[src/sv/text_console_writer_assert.svh]
// ----------------------------------------------------------------------------
// text console writer assertion macros
// immediate-consequence and next-cycle property checks
// ----------------------------------------------------------------------------
`ifndef TEXT_CONSOLE_WRITER_ASSERT_SVH
`define TEXT_CONSOLE_WRITER_ASSERT_SVH

// consequent must hold in the same cycle
`define TCW_ASSERT_NOW(label, clk, rst_n, ante, cons, msg) \
  label: assert property (@(posedge clk) disable iff (!rst_n) (ante) |-> (cons)) \
    else $error(msg);

// consequent must hold in the following cycle
`define TCW_ASSERT_NEXT(label, clk, rst_n, ante, cons, msg) \
  label: assert property (@(posedge clk) disable iff (!rst_n) (ante) |=> (cons)) \
    else $error(msg);

`endif

[src/sv/tcw_pkg.sv]
// ----------------------------------------------------------------------------
// tcw_pkg
// shared widths, action and character codes, result record of the console
// ----------------------------------------------------------------------------
`default_nettype none

package tcw_pkg;

  localparam int SCREEN_COLS_DEF = 80;
  localparam int SCREEN_ROWS_DEF = 25;

  localparam int ACTION_W = 3;
  localparam int CHAR_W   = 8;
  localparam int TCOL_W   = 7;
  localparam int TROW_W   = 5;
  localparam int COUNT_W  = 5;
  localparam int CROW_W   = 5;
  localparam int ATTR_W   = 8;
  localparam int OCOL_W   = 7;
  localparam int OROW_W   = 5;
  localparam int OFF_W    = 11;
  localparam int CELL_W   = CHAR_W + ATTR_W;

  localparam logic [ACTION_W-1:0] ACT_PUT    = 3'd0;
  localparam logic [ACTION_W-1:0] ACT_MOVE   = 3'd1;
  localparam logic [ACTION_W-1:0] ACT_SCROLL = 3'd2;
  localparam logic [ACTION_W-1:0] ACT_CLEAR  = 3'd3;
  localparam logic [ACTION_W-1:0] ACT_READ   = 3'd4;

  localparam logic [CHAR_W-1:0] CH_BACKSPACE = 8'h08;
  localparam logic [CHAR_W-1:0] CH_TAB       = 8'h09;
  localparam logic [CHAR_W-1:0] CH_LF        = 8'h0A;
  localparam logic [CHAR_W-1:0] CH_CR        = 8'h0D;

  localparam int TAB_STEP = 8;

  localparam logic [ATTR_W-1:0] ATTR_RESET = 8'h1F;

  typedef struct packed {
    logic              done;
    logic [OCOL_W-1:0] cursor_col;
    logic [OROW_W-1:0] cursor_row;
    logic [OFF_W-1:0]  cursor_offset;
    logic [CHAR_W-1:0] cell_char;
    logic [ATTR_W-1:0] cell_attr;
  } res_t;

endpackage

`default_nettype wire

[src/sv/tcw_ctrl.sv]
// ----------------------------------------------------------------------------
// tcw_ctrl
// action sequencer: cursor update, screen store walks and result assembly
// ----------------------------------------------------------------------------
`default_nettype none

module tcw_ctrl #(
  parameter int SCREEN_COLS = tcw_pkg::SCREEN_COLS_DEF,
  parameter int SCREEN_ROWS = tcw_pkg::SCREEN_ROWS_DEF,
  localparam int CELLS      = SCREEN_COLS * SCREEN_ROWS,
  localparam int AW         = $clog2(CELLS)
) (
  input  wire logic                          clk,
  input  wire logic                          rst_n,
  input  wire logic                          start,
  output logic                               busy,
  input  wire logic [tcw_pkg::ACTION_W-1:0]  in_action,
  input  wire logic [tcw_pkg::CHAR_W-1:0]    in_char_code,
  input  wire logic [tcw_pkg::TCOL_W-1:0]    in_target_col,
  input  wire logic [tcw_pkg::TROW_W-1:0]    in_target_row,
  input  wire logic [tcw_pkg::COUNT_W-1:0]   in_scroll_count,
  input  wire logic [tcw_pkg::CROW_W-1:0]    in_clear_first_row,
  input  wire logic [tcw_pkg::CROW_W-1:0]    in_clear_end_row,
  input  wire logic [tcw_pkg::ATTR_W-1:0]    attr,
  output logic                               mem_we,
  output logic      [AW-1:0]                 mem_waddr,
  output logic      [tcw_pkg::CELL_W-1:0]    mem_wdata,
  output logic      [AW-1:0]                 mem_raddr,
  input  wire logic [tcw_pkg::CELL_W-1:0]    mem_rdata,
  output tcw_pkg::res_t                      res
);

  localparam int CW  = $clog2(SCREEN_COLS);
  localparam int RW  = $clog2(SCREEN_ROWS);
  localparam int CW1 = CW + 1;
  localparam int RH  = RW + 1;
  localparam int AW1 = AW + 1;

  localparam logic [2:0] S_INIT  = 3'd0;
  localparam logic [2:0] S_IDLE  = 3'd1;
  localparam logic [2:0] S_CALC  = 3'd2;
  localparam logic [2:0] S_EXEC  = 3'd3;
  localparam logic [2:0] S_WALK  = 3'd4;
  localparam logic [2:0] S_DRAIN = 3'd5;
  localparam logic [2:0] S_OUT   = 3'd6;

  logic [2:0] state_r, state_nxt;

  logic [tcw_pkg::ACTION_W-1:0] act_r;
  logic [tcw_pkg::CHAR_W-1:0]   ch_r;
  logic [tcw_pkg::TCOL_W-1:0]   tcol_r;
  logic [tcw_pkg::TROW_W-1:0]   trow_r;
  logic [tcw_pkg::COUNT_W-1:0]  count_r;
  logic [tcw_pkg::CROW_W-1:0]   first_r;
  logic [tcw_pkg::CROW_W-1:0]   endrow_r;

  logic [CW-1:0]  cur_col_r, cur_col_nxt;
  logic [RW-1:0]  cur_row_r, cur_row_nxt;
  logic [AW1-1:0] prod_a_r, prod_a_nxt;
  logic [AW1-1:0] prod_b_r, prod_b_nxt;
  logic [RH-1:0]  k_r, k_nxt;
  logic [AW-1:0]  dst_r, dst_nxt;
  logic [AW1-1:0] src_r, src_nxt;
  logic [AW-1:0]  last_r, last_nxt;
  logic           clr_r, clr_nxt;
  logic           pend_r, pend_nxt;
  logic [AW-1:0]  pdst_r, pdst_nxt;
  logic           pblank_r, pblank_nxt;

  logic                       accept;
  logic [CW-1:0]              ccol;
  logic [RW-1:0]              crow;
  logic [RH-1:0]              kcl;
  logic [RH-1:0]              ecl;
  logic                       clr_none;
  logic [RH-1:0]              row_a;
  logic [AW-1:0]              put_addr;
  logic [AW-1:0]              rd_addr;
  logic [CW1-1:0]             col_w;
  logic [RH-1:0]              row_w;
  logic                       put_wr;
  logic                       put_scroll;
  logic [RW-1:0]              sc_row;
  logic                       src_in;
  logic [tcw_pkg::CELL_W-1:0] blank;

  assign busy   = (state_r != S_IDLE);
  assign accept = start && (state_r == S_IDLE);
  assign blank  = {attr, {tcw_pkg::CHAR_W{1'b0}}};

  // clamped targets
  assign ccol = (32'(tcol_r) > SCREEN_COLS - 1) ? CW'(SCREEN_COLS - 1) : CW'(tcol_r);
  assign crow = (32'(trow_r) > SCREEN_ROWS - 1) ? RW'(SCREEN_ROWS - 1) : RW'(trow_r);
  assign kcl  = (32'(count_r) > SCREEN_ROWS) ? RH'(SCREEN_ROWS) : RH'(count_r);
  assign ecl  = (32'(endrow_r) > SCREEN_ROWS) ? RH'(SCREEN_ROWS) : RH'(endrow_r);
  assign clr_none = (32'(first_r) >= 32'(ecl));

  always_comb begin
    unique case (act_r)
      tcw_pkg::ACT_PUT:    row_a = RH'(cur_row_r);
      tcw_pkg::ACT_READ:   row_a = RH'(crow);
      tcw_pkg::ACT_SCROLL: row_a = kcl;
      tcw_pkg::ACT_CLEAR:  row_a = RH'(first_r);
      default:             row_a = '0;
    endcase
  end

  assign put_addr = AW'(prod_a_r + AW1'(cur_col_r));
  assign rd_addr  = AW'(prod_a_r + AW1'(ccol));
  assign sc_row   = (RH'(cur_row_r) > k_r) ? RW'(RH'(cur_row_r) - k_r) : '0;
  assign src_in   = (32'(src_r) < CELLS);

  // cursor after a put, before any scroll
  always_comb begin
    col_w  = CW1'(cur_col_r);
    row_w  = RH'(cur_row_r);
    put_wr = 1'b0;
    unique case (ch_r)
      tcw_pkg::CH_BACKSPACE: ;
      tcw_pkg::CH_TAB: begin
        col_w = (col_w + CW1'(tcw_pkg::TAB_STEP)) & ~CW1'(tcw_pkg::TAB_STEP - 1);
      end
      tcw_pkg::CH_CR: begin
        col_w = '0;
      end
      tcw_pkg::CH_LF: begin
        col_w = '0;
        row_w = row_w + RH'(1);
      end
      default: begin
        put_wr = 1'b1;
        col_w  = col_w + CW1'(1);
      end
    endcase
    if (32'(col_w) >= SCREEN_COLS) begin
      col_w = '0;
      row_w = row_w + RH'(1);
    end
    put_scroll = (32'(row_w) >= SCREEN_ROWS);
  end

  always_comb begin
    state_nxt   = state_r;
    cur_col_nxt = cur_col_r;
    cur_row_nxt = cur_row_r;
    prod_a_nxt  = prod_a_r;
    prod_b_nxt  = prod_b_r;
    k_nxt       = k_r;
    dst_nxt     = dst_r;
    src_nxt     = src_r;
    last_nxt    = last_r;
    clr_nxt     = clr_r;
    pend_nxt    = pend_r;
    pdst_nxt    = pdst_r;
    pblank_nxt  = pblank_r;
    mem_we      = 1'b0;
    mem_waddr   = pdst_r;
    mem_wdata   = pblank_r ? blank : mem_rdata;
    mem_raddr   = rd_addr;
    res         = '0;

    unique case (state_r)
      S_INIT: begin
        // clearing pass over the whole store after reset
        mem_we    = 1'b1;
        mem_waddr = dst_r;
        mem_wdata = {tcw_pkg::ATTR_RESET, {tcw_pkg::CHAR_W{1'b0}}};
        dst_nxt   = dst_r + AW'(1);
        if (dst_r == AW'(CELLS - 1)) begin
          dst_nxt   = '0;
          state_nxt = S_IDLE;
        end
      end
      S_IDLE: begin
        if (start) begin
          state_nxt = S_CALC;
        end
      end
      S_CALC: begin
        prod_a_nxt = AW1'(row_a) * AW1'(SCREEN_COLS);
        prod_b_nxt = AW1'(ecl) * AW1'(SCREEN_COLS);
        k_nxt      = kcl;
        state_nxt  = S_EXEC;
      end
      S_EXEC: begin
        state_nxt = S_OUT;
        unique case (act_r)
          tcw_pkg::ACT_PUT: begin
            mem_we      = put_wr;
            mem_waddr   = put_addr;
            mem_wdata   = {attr, ch_r};
            cur_col_nxt = CW'(col_w);
            if (put_scroll) begin
              cur_row_nxt = RW'(SCREEN_ROWS - 1);
              dst_nxt     = '0;
              src_nxt     = AW1'(SCREEN_COLS);
              last_nxt    = AW'(CELLS - 1);
              clr_nxt     = 1'b0;
              pend_nxt    = 1'b0;
              state_nxt   = S_WALK;
            end else begin
              cur_row_nxt = RW'(row_w);
            end
          end
          tcw_pkg::ACT_MOVE: begin
            cur_col_nxt = ccol;
            cur_row_nxt = crow;
          end
          tcw_pkg::ACT_SCROLL: begin
            cur_row_nxt = sc_row;
            if (k_r != '0) begin
              dst_nxt   = '0;
              src_nxt   = prod_a_r;
              last_nxt  = AW'(CELLS - 1);
              clr_nxt   = 1'b0;
              pend_nxt  = 1'b0;
              state_nxt = S_WALK;
            end
          end
          tcw_pkg::ACT_CLEAR: begin
            if (!clr_none) begin
              dst_nxt   = AW'(prod_a_r);
              src_nxt   = prod_a_r;
              last_nxt  = AW'(prod_b_r - AW1'(1));
              clr_nxt   = 1'b1;
              pend_nxt  = 1'b0;
              state_nxt = S_WALK;
            end
          end
          default: ;
        endcase
      end
      S_WALK: begin
        // read the source row ahead, write the destination in the next cycle
        mem_we     = pend_r;
        mem_raddr  = src_in ? AW'(src_r) : '0;
        pend_nxt   = 1'b1;
        pdst_nxt   = dst_r;
        pblank_nxt = clr_r || !src_in;
        dst_nxt    = dst_r + AW'(1);
        src_nxt    = src_r + AW1'(1);
        if (dst_r == last_r) begin
          dst_nxt   = '0;
          state_nxt = S_DRAIN;
        end
      end
      S_DRAIN: begin
        mem_we    = pend_r;
        pend_nxt  = 1'b0;
        state_nxt = S_OUT;
      end
      S_OUT: begin
        res.done          = 1'b1;
        res.cursor_col    = tcw_pkg::OCOL_W'(cur_col_r);
        res.cursor_row    = tcw_pkg::OROW_W'(cur_row_r);
        res.cursor_offset = tcw_pkg::OFF_W'(AW1'(cur_row_r) * AW1'(SCREEN_COLS)
                                            + AW1'(cur_col_r));
        if (act_r == tcw_pkg::ACT_READ) begin
          res.cell_char = mem_rdata[tcw_pkg::CHAR_W-1:0];
          res.cell_attr = mem_rdata[tcw_pkg::CELL_W-1:tcw_pkg::CHAR_W];
        end
        state_nxt = S_IDLE;
      end
      default: begin
        state_nxt = S_IDLE;
      end
    endcase
  end

  always_ff @(posedge clk) begin
    if (!rst_n) begin
      state_r   <= S_INIT;
      cur_col_r <= '0;
      cur_row_r <= '0;
      dst_r     <= '0;
      pend_r    <= 1'b0;
    end else begin
      state_r   <= state_nxt;
      cur_col_r <= cur_col_nxt;
      cur_row_r <= cur_row_nxt;
      dst_r     <= dst_nxt;
      pend_r    <= pend_nxt;
    end
  end

  always_ff @(posedge clk) begin
    if (accept) begin
      act_r    <= in_action;
      ch_r     <= in_char_code;
      tcol_r   <= in_target_col;
      trow_r   <= in_target_row;
      count_r  <= in_scroll_count;
      first_r  <= in_clear_first_row;
      endrow_r <= in_clear_end_row;
    end
    prod_a_r <= prod_a_nxt;
    prod_b_r <= prod_b_nxt;
    k_r      <= k_nxt;
    src_r    <= src_nxt;
    last_r   <= last_nxt;
    clr_r    <= clr_nxt;
    pdst_r   <= pdst_nxt;
    pblank_r <= pblank_nxt;
  end

endmodule

`default_nettype wire
[config.mk]
export PLATFORM = sky130hd
export DESIGN_NAME = tcw_ctrl
export DESIGN_NICKNAME = d
export VERILOG_FILES = /design/src/sv/text_console_writer_assert.svh /design/src/sv/tcw_pkg.sv /design/src/sv/tcw_ctrl.sv
export SDC_FILE = /design/constraint.sdc
export NUM_CORES = 1
export LEC_CHECK = 0
export BUFFER_PORTS_ARGS = -buffer_cell sky130_fd_sc_hd__clkbuf_2
export CAP_MARGIN = 20
export CORE_AREA = 3 3 237 146
export DETAILED_ROUTE_END_ITERATION = 6
export DIE_AREA = 0 0 240 149
export SYNTH_ARGS = -nofsm -noshare
export SYNTH_HDL_FRONTEND = slang
export SYNTH_SLANG_ARGS = --single-unit
export TNS_END_PERCENT = 50
[constraint.sdc]
create_clock -name clk -period 10.9 [get_ports clk]
set_clock_uncertainty 0.05 [all_clocks]
set_input_delay 2.725 -clock clk [delete_from_list [all_inputs] [get_ports clk]]
set_output_delay 2.725 -clock clk [all_outputs]
set_load 0.02 [all_outputs]
==> results of run 1 <==
-- path summary, 6_finish.rpt --
kind | startpoint | end | slack (ps) | cells past startpoint
worst max-delay path | state_r[1]$_SDFFE_PN0P_ | mem_raddr[2] | 4530 | 5
worst min-delay path | count_r[4]$_DFFE_PP_ | k_r[4]$_DFFE_PP_ | 460 | 0
worst max register to register | ch_r[0]$_DFFE_PP_ | src_r[11]$_DFFE_PP_ | 6320 | 10
worst min register to register | count_r[4]$_DFFE_PP_ | k_r[4]$_DFFE_PP_ | 460 | 0
-- cells by family after synthesis --
family	synth area share
XOR/XNOR	0.0646
AO/OA/AOI/OAI	0.179
flip-flops	0.399
adder cells (fa/ha/maj)	0.0849
multiplexers	0.00861
buffers and inverters	0.0526
AND/OR/NAND/NOR	0.212
-- critical path, stage by stage (launching register included) --
cell	delay (ps)
sky130_fd_sc_hd__dfxtp_1	410
sky130_fd_sc_hd__nor2_1	560
sky130_fd_sc_hd__nand2_1	620
sky130_fd_sc_hd__inv_1	940
sky130_fd_sc_hd__o21ai_0	370
sky130_fd_sc_hd__clkbuf_2	240
-- power by group through the flow --
stage	Sequential (mW)	Combinational [mW]	Clock (mW)
2_1_floorplan	0.488	0.00738	0
4_1_cts	0.479	0.0228	0.571
3_5_place_dp	0.488	0.0227	0
3_3_place_gp	0.488	0.0223	0
5_1_grt	0.479	0.0250	0.589
6_report	0.479	0.0223	0.556
-- Yosys cell counts, drive strengths merged (11+ instances only) --
cell and number:
nor3 16, xnor2 29, xor2 31, a22oi 14, a21o 16, edfxtp 90
ha 44, inv 32, dfxtp 27, and3 13, nand2b 14, clkbuf 44
buf 11, nand2 107, and2 35, nand3 31, a21oi 35, o21ai 47
nor2 60
-- state kept, by name, summed over array words and instances (netlist names) --
| name | count |
|---|---|
| src_r | 12 |
| dst_r | 11 |
| pdst_r | 11 |
| ch_r | 8 |
| prod_a_r | 8 |
| cur_col_r | 7 |
| last_r | 7 |
| prod_b_r | 7 |
| tcol_r | 7 |
| count_r | 5 |
| cur_row_r | 5 |
| endrow_r | 5 |
| first_r | 5 |
| k_r | 5 |
| trow_r | 5 |
| act_r | 3 |
| state_r | 3 |
| clr_r | 1 |
| pblank_r | 1 |
| pend_r | 1 |
-- per-stage QoR --
stage | instance area, µm² | setup WS, ps | power [mW] | hold slack [ps]
global route | 9740 | 4250 | 1.09 | 484
floorplan | 8130 | 4990 | 0.495 | 356
CTS | 9730 | 4420 | 1.07 | 463
finish | 9740 | 4530 | 1.06 | 463
detailed placement | 9140 | 4870 | 0.511 | 455
global placement | 9130 | 4880 | 0.511 | 444
-- metal layers --
| metal | wire length (µm) | global-route usage | up-vias | part of all wire |
|---|---|---|---|---|
| met1 | 12400 | 0.206 | 3323 | 0.50 |
| met4 | 381 | 0.0420 | 0 | 0.015 |
| li1 | - | - | 3374 | - |
| met3 | 1960 | 0.0382 | 26 | 0.079 |
| met5 | 0 | 0 | - | 0 |
| met2 | 10200 | 0.199 | 250 | 0.41 |
-- final cells by class --
cell class,count,area (µm²),share of cell area
inverters,33,124,0.0127
well taps,424,531,0.0545
clock inverters,15,156,0.0161
flip-flops and latches,117,3240,0.333
repair buffers,153,790,0.0811
multi-input cells,657,4470,0.459
clock buffers,17,425,0.0437
==> qor.txt, run 1 <==
TIMING
--------------------------------------------------------------------------------------
Fin. max-slew vios ......................................................            0
RSZ-0062 raised after global routing ....................................        false
Setup TNS ...............................................................         0 ps
Hold violation total from the final report ..............................            0
Max Clk Rate ............................................................    0.157 GHz
Tcrit/Tclk final ........................................................        0.584
Clock period minus final worst setup slack ..............................      6370 ps
Worst slew margin relative to its limit .................................        0.335
Final Setup Violations ..................................................            0
Measured slew at the worst slew-check pin ...............................       997 ps

POWER AND IR DROP
--------------------------------------------------------------------------------------
P per Cell Area .........................................................   109 nW/µm²
Cell-internal power .....................................................       826 µW
Fraction of power consumed by the clock network .........................        0.526
Net switching share of the total power ..................................        0.219
Share of power burned in combinational logic ............................        0.021
Highest ir drop seen on vdd .............................................    0.0950 mV
Part of the total power dissipated in sequential elements ...............        0.453
Psw .....................................................................       232 µW
Reported leakage power ..................................................      3.90 nW

GRT
--------------------------------------------------------------------------------------
GRT Resource Usage Total ................................................        0.140
Global-route wire length before repair ..................................     38200 µm
Number of antenna violations at the first check in global routing .......            0
GRT overflow ............................................................            0
Via count of the first global-routing pass ..............................         6578
Pin count of the biggest net entering global routing ....................           40

SETUP PATH
--------------------------------------------------------------------------------------
Worst endpoint data arrival time ........................................      3590 ps
Nature of the critical path endpoint ....................................  output port
Maximum net fanout on the critical path .................................           25
Data required time at the worst endpoint ................................      8120 ps
Worst setup path class ..................................................   reg -> out
Nature of the critical path startpoint ..................................         flop

FINISH
--------------------------------------------------------------------------------------
Count of placed standard cells in the final layout, fillers left out ....         1416
Net count of the finished layout ........................................         1095
Ant diodes ..............................................................            0
Area growth from synthesis to final layout ..............................        19.7%
Leading cell type in the layout, fill and taps excluded ................. sky130_fd_sc_hd__clkbuf_2
Fraction of final layout cells with drive strength greater than 1 .......        0.214
Commonest non-fill, non-tap cells in the layout ......................... sky130_fd_sc_hd__clkbuf_2 (145), sky130_fd_sc_hd__nand2_1 (106), sky130_fd_sc_hd__edfxtp_1 (90)
Fill cells ..............................................................         3390
Final design utilization ................................................        0.300

LOGIC SYNTHESIS
--------------------------------------------------------------------------------------
Cells after Synth .......................................................          863
Biggest area consumer among synthesized cells ........................... sky130_fd_sc_hd__edfxtp_1
FFs w/ async S/R, synth .................................................            0
Most area-consuming cells after synthesis ............................... sky130_fd_sc_hd__edfxtp_1 (33%), sky130_fd_sc_hd__ha_1 (6.8%), sky130_fd_sc_hd__dfxtp_1 (6.6%)
Number of synthesized register bits .....................................          117
Count of flip-flops with a built-in enable after synthesis ..............           90
Share of Yosys cell area claimed by the top area cell type ..............        0.332
Register area share after synthesis .....................................        0.399
Synthesized net count ...................................................          979
Post-synthesis area per instance ........................................     9.43 µm²
Post-Syn Area ...........................................................     8130 µm²
Primary FF master, synth ................................................ sky130_fd_sc_hd__edfxtp_1
Warnings from Yosys .....................................................            0
Number of distinct standard cells referenced by the synthesized netlist .           89

CTS
--------------------------------------------------------------------------------------
CTS H-tree lvls .........................................................            4
Post-CTS Setup Repair Bufs ..............................................            0
Clock transition at the registers of the reported paths .................        60 ps
Largest buffer count on any clock path ..................................            2
Clock sink count ........................................................          117
Skew-Pair Late Insertion Delay ..........................................       430 ps
Number of CTS-inserted buffers ..........................................           17
CTS tree ................................................................          yes
CTS resizes .............................................................            0
Buffer type at the clock tree root ...................................... sky130_fd_sc_hd__clkbuf_16
Total of hold buffers inserted after clock tree synthesis ...............            0

PLACEMENT
--------------------------------------------------------------------------------------
Quantity of I/O buffers inserted on ports ...............................          144
Dpl cells ...............................................................         1382
Gpl congestion ..........................................................        0.854
Final HPWL from detailed placement ......................................     19300 µm

ROUTING
--------------------------------------------------------------------------------------
DRT Wirelength ..........................................................     24900 µm
DRC Markers .............................................................            0
Violation count after the first detailed-routing iteration ..............          788
Detail-routed via count per cell ........................................         4.92
Number of vias in the routed layout .....................................         6973
Average wire length per cell after detail routing .......................      17.6 µm
1st-pass router iterations ..............................................            5
Antenna-violating nets left .............................................            0

DIE
--------------------------------------------------------------------------------------
DIE HEIGHT ..............................................................       149 µm
Area of the die .........................................................    35800 µm²
Count of pins on the block boundary .....................................          145
Die width ...............................................................       240 µm
Number of standard-cell rows in the floorplan ...........................           51
Starting density of the core ............................................        0.251
Core Box Area ...........................................................    32400 µm²

STATUS
--------------------------------------------------------------------------------------
Run status ..............................................................    completed

JOB
--------------------------------------------------------------------------------------
Number of max-cap violations ............................................            0

MIN PATH
--------------------------------------------------------------------------------------
Type of the worst min-delay path ........................................   reg -> reg

Note: power is estimated with default switching activity, not from simulation.
==> run 2, diff against run 1 <==
- clock period: 10.9 -> 6.5 ns (I/O delays scaled with it)
==> run 2 against run 1 <==
Clock-buffer cell count is 4 higher; worst setup slack worse by 2800 ps; clock power is 54% higher; worst hold slack better by 12 ps; critical path depth is 1 higher; sequential share of layout area is 0.14 points higher; final cell count hardly changed; cell area is 0.41% lower; sequential power is 68% higher; routed wire length is 1.5% lower; first-iteration DRC count is 9.3% lower; critical path type unchanged; largest cell class unchanged.
==> qor.txt, run 2 (synthesized netlist as in run 1, its figures left out) <==
POWER AND IR DROP
-----------------------------------------------------------------------------------
Highest ir drop seen on vdd ..........................................     0.144 mV   +52%
P per Cell Area ......................................................   175 nW/µm²   +61%
Reported leakage power ...............................................      3.89 nW   -0.24%

GRT
-----------------------------------------------------------------------------------
Global-route wire length before repair ...............................     37500 µm   -2.1%
GR Layer Usage met3 ..................................................       0.0388   +0.000554
Via count of the first global-routing pass ...........................         6381   -3.0%
GRT overflow .........................................................            0   unchanged
Pin count of the biggest net entering global routing .................           40   unchanged
Met1 usage ...........................................................        0.207   +0.000653
Number of antenna violations at the first check in global routing ....            0   unchanged
GRT Resource Usage Total .............................................        0.138   -0.00212
Met2 capacity usage during global routing ............................        0.193   -0.00502
Routing layer with the top usage in global route .....................         met1

MIN PATH
-----------------------------------------------------------------------------------
Hold-critical path depth .............................................            2   +2
Hold EP .............................................................. dst_r[1]$_SDFFE_PN0P_
Origin of the worst min-delay path ................................... dst_r[1]$_SDFFE_PN0P_
Type of the worst min-delay path .....................................   reg -> reg

CTS
-----------------------------------------------------------------------------------
Total of hold buffers inserted after clock tree synthesis ............            0   unchanged
Clock sink count .....................................................          117   unchanged
CTS tree .............................................................          yes
Largest buffer count on any clock path ...............................            2   unchanged
Skew-Pair Late Insertion Delay .......................................       430 ps   about the same
CTS resizes ..........................................................            0   unchanged
Clock transition at the registers of the reported paths ..............        60 ps   about the same
Post-CTS Setup Repair Bufs ...........................................            0   unchanged
Number of CTS-inserted buffers .......................................           17   unchanged
CTS H-tree lvls ......................................................            4   unchanged
Buffer type at the clock tree root ................................... sky130_fd_sc_hd__clkbuf_16

ROUTING
-----------------------------------------------------------------------------------
Number of vias in the routed layout ..................................         6923   -0.72%
1st-pass router iterations ...........................................            6   +1
DRC Markers ..........................................................            0   unchanged
Violation count after the first detailed-routing iteration ...........          715   -9.3%
DRT Wirelength .......................................................     24500 µm   -1.5%
Detail-routed via count per cell .....................................         4.89   -0.79%
Average wire length per cell after detail routing ....................      17.3 µm   -1.6%
Antenna-violating nets left ..........................................            0   unchanged

FINISH
-----------------------------------------------------------------------------------
Area growth from synthesis to final layout ...........................        19.2%
Non-Filler Cell Area, Final ..........................................     9700 µm²   -0.41%
Register name with the most flops ....................................        src_r
Fraction of final layout cells with drive strength greater than 1 ....        0.209   -0.00424
Leading cell type in the layout, fill and taps excluded .............. sky130_fd_sc_hd__clkbuf_2
Registers with the highest flip-flop counts .......................... src_r (12), dst_r (11), pdst_r (11)
Commonest non-fill, non-tap cells in the layout ...................... sky130_fd_sc_hd__clkbuf_2 (144), sky130_fd_sc_hd__nand2_1 (106), sky130_fd_sc_hd__edfxtp_1 (90)
Count of placed standard cells in the final layout, fillers left out .         1417   +0.071%
Ant diodes ...........................................................            0   unchanged
Net count of the finished layout .....................................         1096   +0.091%
Flip-flop count of the largest register after layout .................           12   unchanged

SETUP PATH
-----------------------------------------------------------------------------------
Worst reg2reg endpoint ............................................... src_r[4]$_DFFE_PP_
Nature of the critical path startpoint ...............................         flop
Reg-to-reg startpoint ................................................ ch_r[0]$_DFFE_PP_
Data required time at the worst endpoint .............................      4830 ps   -3290 ps
Nature of the critical path endpoint .................................  output port
Slack of the worst reg-to-reg path ...................................      1970 ps   -4350 ps
Number of buffers and inverters on the critical path .................            3   +1
Largest incremental delay on the critical path .......................       690 ps   -250 ps
Worst endpoint data arrival time .....................................      3110 ps   -480 ps
Maximum net fanout on the critical path ..............................           25   unchanged
Reg2Reg Depth ........................................................           10   unchanged
Worst-path cell chain ................................................ nor2_1 > nand2_1 > buf_4 > inv_1 > o21ai_0 > clkbuf_2
Worst setup path class ...............................................   reg -> out
Kind of cell with the highest combined delay on the critical path .... buffers and inverters
Slowest stage cell, crit path ........................................ sky130_fd_sc_hd__inv_1

TIMING
-----------------------------------------------------------------------------------
Hold violation total from the final report ...........................            0   unchanged
Final hold slack .....................................................       476 ps   +12.4 ps
Max Clk Rate .........................................................    0.209 GHz
Setup TNS ............................................................         0 ps   unchanged
Final Setup Violations ...............................................            0   unchanged
Tcrit/Tclk final .....................................................        0.736
Measured slew at the worst slew-check pin ............................      1000 ps   +3.96 ps
RSZ-0062 raised after global routing .................................        false
Post-route worst setup slack .........................................      1720 ps   -2820 ps
Clock period minus final worst setup slack ...........................      4780 ps
Worst slew margin relative to its limit ..............................        0.333   -0.00264
Fin. max-slew vios ...................................................            0   unchanged

PLACEMENT
-----------------------------------------------------------------------------------
Post-placement cell area .............................................     9160 µm²   +0.15%
Gpl congestion .......................................................        0.860   +0.62%
Pre-CTS setup slack ..................................................      1990 ps   -2880 ps
Dpl cells ............................................................         1384   +0.14%
Quantity of I/O buffers inserted on ports ............................          144   unchanged
Final HPWL from detailed placement ...................................     19400 µm   +0.14%

DIE
-----------------------------------------------------------------------------------
Core Box Area ........................................................    32400 µm²   unchanged
Count of pins on the block boundary ..................................          145   unchanged
Starting density of the core .........................................        0.251   unchanged
Number of standard-cell rows in the floorplan ........................           51   unchanged
DIE HEIGHT ...........................................................       149 µm   unchanged
Area of the die ......................................................    35800 µm²   unchanged
Die width ............................................................       240 µm   unchanged

STATUS
-----------------------------------------------------------------------------------
Run status ...........................................................    completed

JOB
-----------------------------------------------------------------------------------
Number of max-cap violations .........................................            0   unchanged

## run 2: layer usage
metal | wire [µm] | up-vias
met5 | 0 | -
met4 | 265 | 0
met3 | 2050 | 20
met2 | 9800 | 243
met1 | 12400 | 3288
li1 | - | 3372
## run 2: where the power goes
part	leakage (nW)	internal (mW)	switching, mW
logic	2.62	0.0192	0.0188
registers	1.02	0.801	0.00265
clock network	0.255	0.518	0.339
## run 2: worst reg2reg max path, delay by kind of cell (launching register included)
kind / cells / cell delay (ps)
adder cells (fa/ha/maj): 1 / 320
XOR/XNOR: 1 / 210
flip-flops: 1 / 640
AO/OA/AOI/OAI: 4 / 1070
AND/OR/NAND/NOR: 4 / 1870
## run 2: per-stage QoR
| stage | power (mW) | utilization |
|---|---|---|
| CTS | 1.72 | 0.299 |
| floorplan | 0.831 | - |
| finish | 1.70 | 0.299 |
| global route | 1.75 | 0.299 |
| detailed placement | 0.857 | 0.283 |
| global placement | 0.857 | 0.282 |
## run 2: final cells by class
class / count / area [µm²]
clock buffer: 21 / 440
clock inverter: 11 / 86.3
fill: 3398 / 22700
inverter: 33 / 124
multi-input combinational: 657 / 4470
sequential: 117 / 3240
tap: 424 / 531
timing repair buffer: 154 / 800
## run 2: worst max-delay path by stage
| stage | from | to | cells after the start |
|---|---|---|---|
| after detailed placement | ch_r[0]$_DFFE_PP_ | src_r[9]$_DFFE_PP_ | 10 |
| after CTS | state_r[1]$_SDFFE_PN0P_ | mem_raddr[2] | 6 |
| after floorplan | cur_row_r[1]$_SDFFE_PN0P_ | res[26] | 8 |
| after global routing | state_r[1]$_SDFFE_PN0P_ | mem_raddr[2] | 6 |
| after global placement | ch_r[0]$_DFFE_PP_ | src_r[9]$_DFFE_PP_ | 10 |
| final | state_r[1]$_SDFFE_PN0P_ | mem_raddr[2] | 6 |
==> run 3, diff against run 2 <==
- ABC_AREA: not set -> 1
- CORE_AREA: 3 3 237 146 -> 3 3 233 144
- DIE_AREA: 0 0 240 149 -> 0 0 236 147
- clock period: 6.5 -> 4.95 ns (I/O delays scaled with it)
==> run 3 against run 2 <==
Routed wire length up 1.4%; critical path depth up 4; global-route usage up 0.60 points; sequential share of layout area up 0.29 points; clock power up 48%.
==> qor.txt, run 3 <==
STATUS
--------------------------------------------------------------------------------------
Run status ..............................................................    completed

SETUP PATH
--------------------------------------------------------------------------------------
Data required time at the worst endpoint ................................      3660 ps   -1170 ps
Slack of the worst reg-to-reg path ......................................      1570 ps   -400 ps
Kind of cell with the highest combined delay on the critical path ....... simple AND/OR/NAND/NOR gates
Nature of the critical path endpoint ....................................  output port
Reg-to-reg startpoint ................................................... act_r[0]$_DFFE_PP_
Reg2Reg Depth ...........................................................            9   -1
Worst-path cell chain ................................................... nor2_1 > inv_1 > nor2_1 > inv_1 > nor2_2 > nor2_1 > inv_1 > a21oi_1 > o221a_2 > clkbuf_2
Worst reg2reg endpoint .................................................. prod_a_r[11]$_DFFE_PP_
Slowest stage cell, crit path ........................................... sky130_fd_sc_hd__nor2_2
Logic depth of the worst setup path including buffers ...................           10   +4
End of the critical path ................................................ mem_wdata[15]
Worst endpoint data arrival time ........................................      3180 ps   +70 ps
CP Launch Point ......................................................... act_r[2]$_DFFE_PP_
Worst setup path class ..................................................   reg -> out
Largest incremental delay on the critical path ..........................       450 ps   -240 ps
Maximum net fanout on the critical path .................................           12   -52%
Nature of the critical path startpoint ..................................         flop
Number of buffers and inverters on the critical path ....................            4   +1

ROUTING
--------------------------------------------------------------------------------------
Average wire length per cell after detail routing .......................      16.5 µm   -4.5%
DRC Markers .............................................................            0   unchanged
Antenna-violating nets left .............................................            0   unchanged
1st-pass router iterations ..............................................            5   -1
Violation count after the first detailed-routing iteration ..............          669   -6.4%
DRT Wirelength ..........................................................     24900 µm   +1.4%
Number of vias in the routed layout .....................................         7105   +2.6%
Detail-routed via count per cell ........................................         4.72   -3.4%

GRT
--------------------------------------------------------------------------------------
Met2 capacity usage during global routing ...............................        0.201   +0.00747
GRT Resource Usage Total ................................................        0.144   +0.00600
Met1 usage ..............................................................        0.208   +0.00132
Routing layer with the top usage in global route ........................         met1
Number of antenna violations at the first check in global routing .......            1   +1
Global-route wire length before repair ..................................     38700 µm   +3.4%
GRT overflow ............................................................            0   unchanged
Pin count of the biggest net entering global routing ....................           35   -13%
Via count of the first global-routing pass ..............................         6782   +6.3%
GR Layer Usage met3 .....................................................       0.0486   +0.00979

PLACEMENT
--------------------------------------------------------------------------------------
Gpl congestion ..........................................................        0.873   +1.6%
Final HPWL from detailed placement ......................................     19800 µm   +2.0%
Quantity of I/O buffers inserted on ports ...............................          144   unchanged

CTS
--------------------------------------------------------------------------------------
Largest buffer count on any clock path ..................................            2   unchanged
CTS tree ................................................................          yes
Number of CTS-inserted buffers ..........................................           17   unchanged
Skew-Pair Late Insertion Delay ..........................................       430 ps   about the same
Total of hold buffers inserted after clock tree synthesis ...............            0   unchanged
CTS H-tree lvls .........................................................            4   unchanged
Post-CTS Setup Repair Bufs ..............................................            0   unchanged
Buffer type at the clock tree root ...................................... sky130_fd_sc_hd__clkbuf_16
Clock transition at the registers of the reported paths .................        60 ps   about the same
Clock sink count ........................................................          117   unchanged

DIE
--------------------------------------------------------------------------------------
Number of standard-cell rows in the floorplan ...........................           50   -2.0%
Core Box Area ...........................................................    31200 µm²   -3.7%
Count of pins on the block boundary .....................................          145   unchanged
Die width ...............................................................       236 µm   -1.7%
Starting density of the core ............................................        0.252   +0.000897
Area of the die .........................................................    34700 µm²   -3.0%
DIE HEIGHT ..............................................................       147 µm   -1.3%

FINISH
--------------------------------------------------------------------------------------
Ant diodes ..............................................................            0   unchanged
Registers with the highest flip-flop counts ............................. src_r (12), dst_r (11), pdst_r (11)
Fraction of final layout cells with drive strength greater than 1 .......        0.228   +0.0183
Net count of the finished layout ........................................         1192   +8.8%
Area growth from synthesis to final layout ..............................        22.3%
Flip-flop count of the largest register after layout ....................           12   unchanged
Commonest non-fill, non-tap cells in the layout ......................... sky130_fd_sc_hd__clkbuf_2 (144), sky130_fd_sc_hd__inv_1 (130), sky130_fd_sc_hd__nand2_1 (116)
Final design utilization ................................................        0.308   +0.00880
Area of combinational cells with multiple inputs ........................     3930 µm²   -12%
Fill cells ..............................................................         3304   -2.8%
Area taken by flip-flops and latches ....................................     3240 µm²   unchanged
Leading cell type in the layout, fill and taps excluded ................. sky130_fd_sc_hd__clkbuf_2
Register name with the most flops .......................................        src_r

LOGIC SYNTHESIS
--------------------------------------------------------------------------------------
Most numerous cell types in the synthesized netlist ..................... sky130_fd_sc_hd__inv_1 (130), sky130_fd_sc_hd__nand2_1 (116), sky130_fd_sc_hd__nor2_1 (102)
Synthesized net count ...................................................         1051   +7.4%
Warnings from Yosys .....................................................            0   unchanged
Primary FF master, synth ................................................ sky130_fd_sc_hd__edfxtp_1
Most area-consuming cells after synthesis ............................... sky130_fd_sc_hd__edfxtp_1 (34%), sky130_fd_sc_hd__ha_1 (7.0%), sky130_fd_sc_hd__dfxtp_1 (6.9%)
Number of synthesized register bits .....................................          117   unchanged
Cells after Synth .......................................................          935   +8.3%
Register area share after synthesis .....................................        0.413   +0.0138
Post-Syn Area ...........................................................     7860 µm²   -3.4%
Most used standard cell by instance count after synthesis ............... sky130_fd_sc_hd__inv_1
Share of Yosys cell area claimed by the top area cell type ..............        0.344   +0.0115
Post-synthesis area per instance ........................................     8.41 µm²   -11%
Number of distinct standard cells referenced by the synthesized netlist .           52   -42%
Biggest area consumer among synthesized cells ........................... sky130_fd_sc_hd__edfxtp_1
FFs w/ async S/R, synth .................................................            0   unchanged
Count of flip-flops with a built-in enable after synthesis ..............           90   unchanged

POWER AND IR DROP
--------------------------------------------------------------------------------------
Net switching share of the total power ..................................        0.199   -0.0131
P per Cell Area .........................................................   248 nW/µm²   +42%
Post-layout power .......................................................      2.39 mW   +41%
Fraction of power consumed by the clock network .........................        0.533   +0.029
Reported leakage power ..................................................      4.14 nW   +6.4%
Cell-internal power .....................................................      1.91 mW   +43%
Highest ir drop seen on vdd .............................................     0.228 mV   +58%
Psw .....................................................................       475 µW   +32%
Share of power burned in combinational logic ............................        0.025   +0.003
Part of the total power dissipated in sequential elements ...............        0.442   -0.031

TIMING
--------------------------------------------------------------------------------------
RSZ-0062 raised after global routing ....................................        false
Hold violation total from the final report ..............................            0   unchanged
Worst slew margin relative to its limit .................................        0.362   +0.0299
Fin. max-slew vios ......................................................            0   unchanged
Final Setup Violations ..................................................            0   unchanged
Max Clk Rate ............................................................    0.224 GHz
Final hold slack ........................................................       448 ps   -27.6 ps
Clock period minus final worst setup slack ..............................      4460 ps
Measured slew at the worst slew-check pin ...............................       955 ps   -45.9 ps
Tcrit/Tclk final ........................................................        0.902
Setup TNS ...............................................................         0 ps   unchanged

MIN PATH
--------------------------------------------------------------------------------------
Hold-critical path depth ................................................            2   unchanged
Type of the worst min-delay path ........................................   reg -> reg

JOB
--------------------------------------------------------------------------------------
Number of max-cap violations ............................................            0   unchanged

## run 3: cell count changes after synthesis, moves of 11 or more
cell / before / now
sky130_fd_sc_hd__a21o_1: 15 / 1
sky130_fd_sc_hd__a22oi_1: 14 / 3
sky130_fd_sc_hd__and2_1: 33 / 2
sky130_fd_sc_hd__and3_1: 12 / 0
sky130_fd_sc_hd__clkbuf_1: 39 / 21
sky130_fd_sc_hd__inv_1: 32 / 130
sky130_fd_sc_hd__inv_2: 0 / 14
sky130_fd_sc_hd__nand2b_1: 14 / 0
sky130_fd_sc_hd__nand3_1: 31 / 60
sky130_fd_sc_hd__nor2_1: 60 / 102
sky130_fd_sc_hd__nor2_2: 0 / 19
sky130_fd_sc_hd__nor3_1: 14 / 30
sky130_fd_sc_hd__xnor2_1: 29 / 2
## run 3: logic make-up after synthesis
kind of cell / share of synthesized area
AO/OA/AOI/OAI: 0.138
XOR/XNOR: 0.0423
adder cells (fa/ha/maj): 0.0879
buffers and inverters: 0.0896
flip-flops: 0.413
AND/OR/NAND/NOR: 0.230
## run 3: per-stage QoR
stage	cell area [µm²]	worst slack, ps	cells
floorplan	7860	1370	935
global placement	9010	900	1473
detailed placement	9010	719	1473
CTS	9610	235	1505
global route	9610	221	1505
finish	9610	487	1505
## run 3: worst min-delay path by stage
stage                                   start             endpoint  slack, ps
final                     pend_r$_SDFFE_PN0P_  pend_r$_SDFFE_PN0P_        450
after global routing      pend_r$_SDFFE_PN0P_  pend_r$_SDFFE_PN0P_        460
after CTS                 pend_r$_SDFFE_PN0P_  pend_r$_SDFFE_PN0P_        440
after detailed placement  pend_r$_SDFFE_PN0P_  pend_r$_SDFFE_PN0P_        430
after global placement    pend_r$_SDFFE_PN0P_  pend_r$_SDFFE_PN0P_        430
after floorplan           pend_r$_SDFFE_PN0P_  pend_r$_SDFFE_PN0P_        390
## run 3: layout make-up
cell class,instances,area share
inverters,146,0.0574
flip-flops and latches,117,0.337
clock buffers,20,0.0454
clock inverters,12,0.0167
multi-input cells,643,0.409
well taps,416,0.0541
repair buffers,151,0.0804
## run 3: metal layers
| metal | share of wire | vias up |
|---|---|---|
| met2 | 0.40 | 285 |
| met4 | 0.017 | 2 |
| li1 | - | 3484 |
| met1 | 0.50 | 3306 |
| met5 | 0.00028 | - |
| met3 | 0.086 | 28 |
## run 3: timing repair
item,in CTS,in global routing
gates resized for setup,0,1
hold endpoints to repair,0,0
endpoints found under the setup margin,0,15
## run 3: power groups by stage
stage	Sequential (mW)	Clock (mW)	Combinational (mW)
after detailed placement	1.07	0	0.0606
after CTS	1.05	1.30	0.0616
after floorplan	1.07	0	0.0279
after global routing	1.05	1.35	0.0681
final	1.05	1.27	0.0608
after global placement	1.07	0	0.0598
## run 3: worst register-to-register path, stage by stage (launching register included)
cell and delay [ps]:
sky130_fd_sc_hd__edfxtp_1 460, sky130_fd_sc_hd__nor3_1 210, sky130_fd_sc_hd__buf_4 190, sky130_fd_sc_hd__clkinv_1 540
sky130_fd_sc_hd__o221ai_1 490, sky130_fd_sc_hd__ha_1 310, sky130_fd_sc_hd__ha_1 230, sky130_fd_sc_hd__fa_1 400
sky130_fd_sc_hd__a21oi_1 160, sky130_fd_sc_hd__nor2_1 60
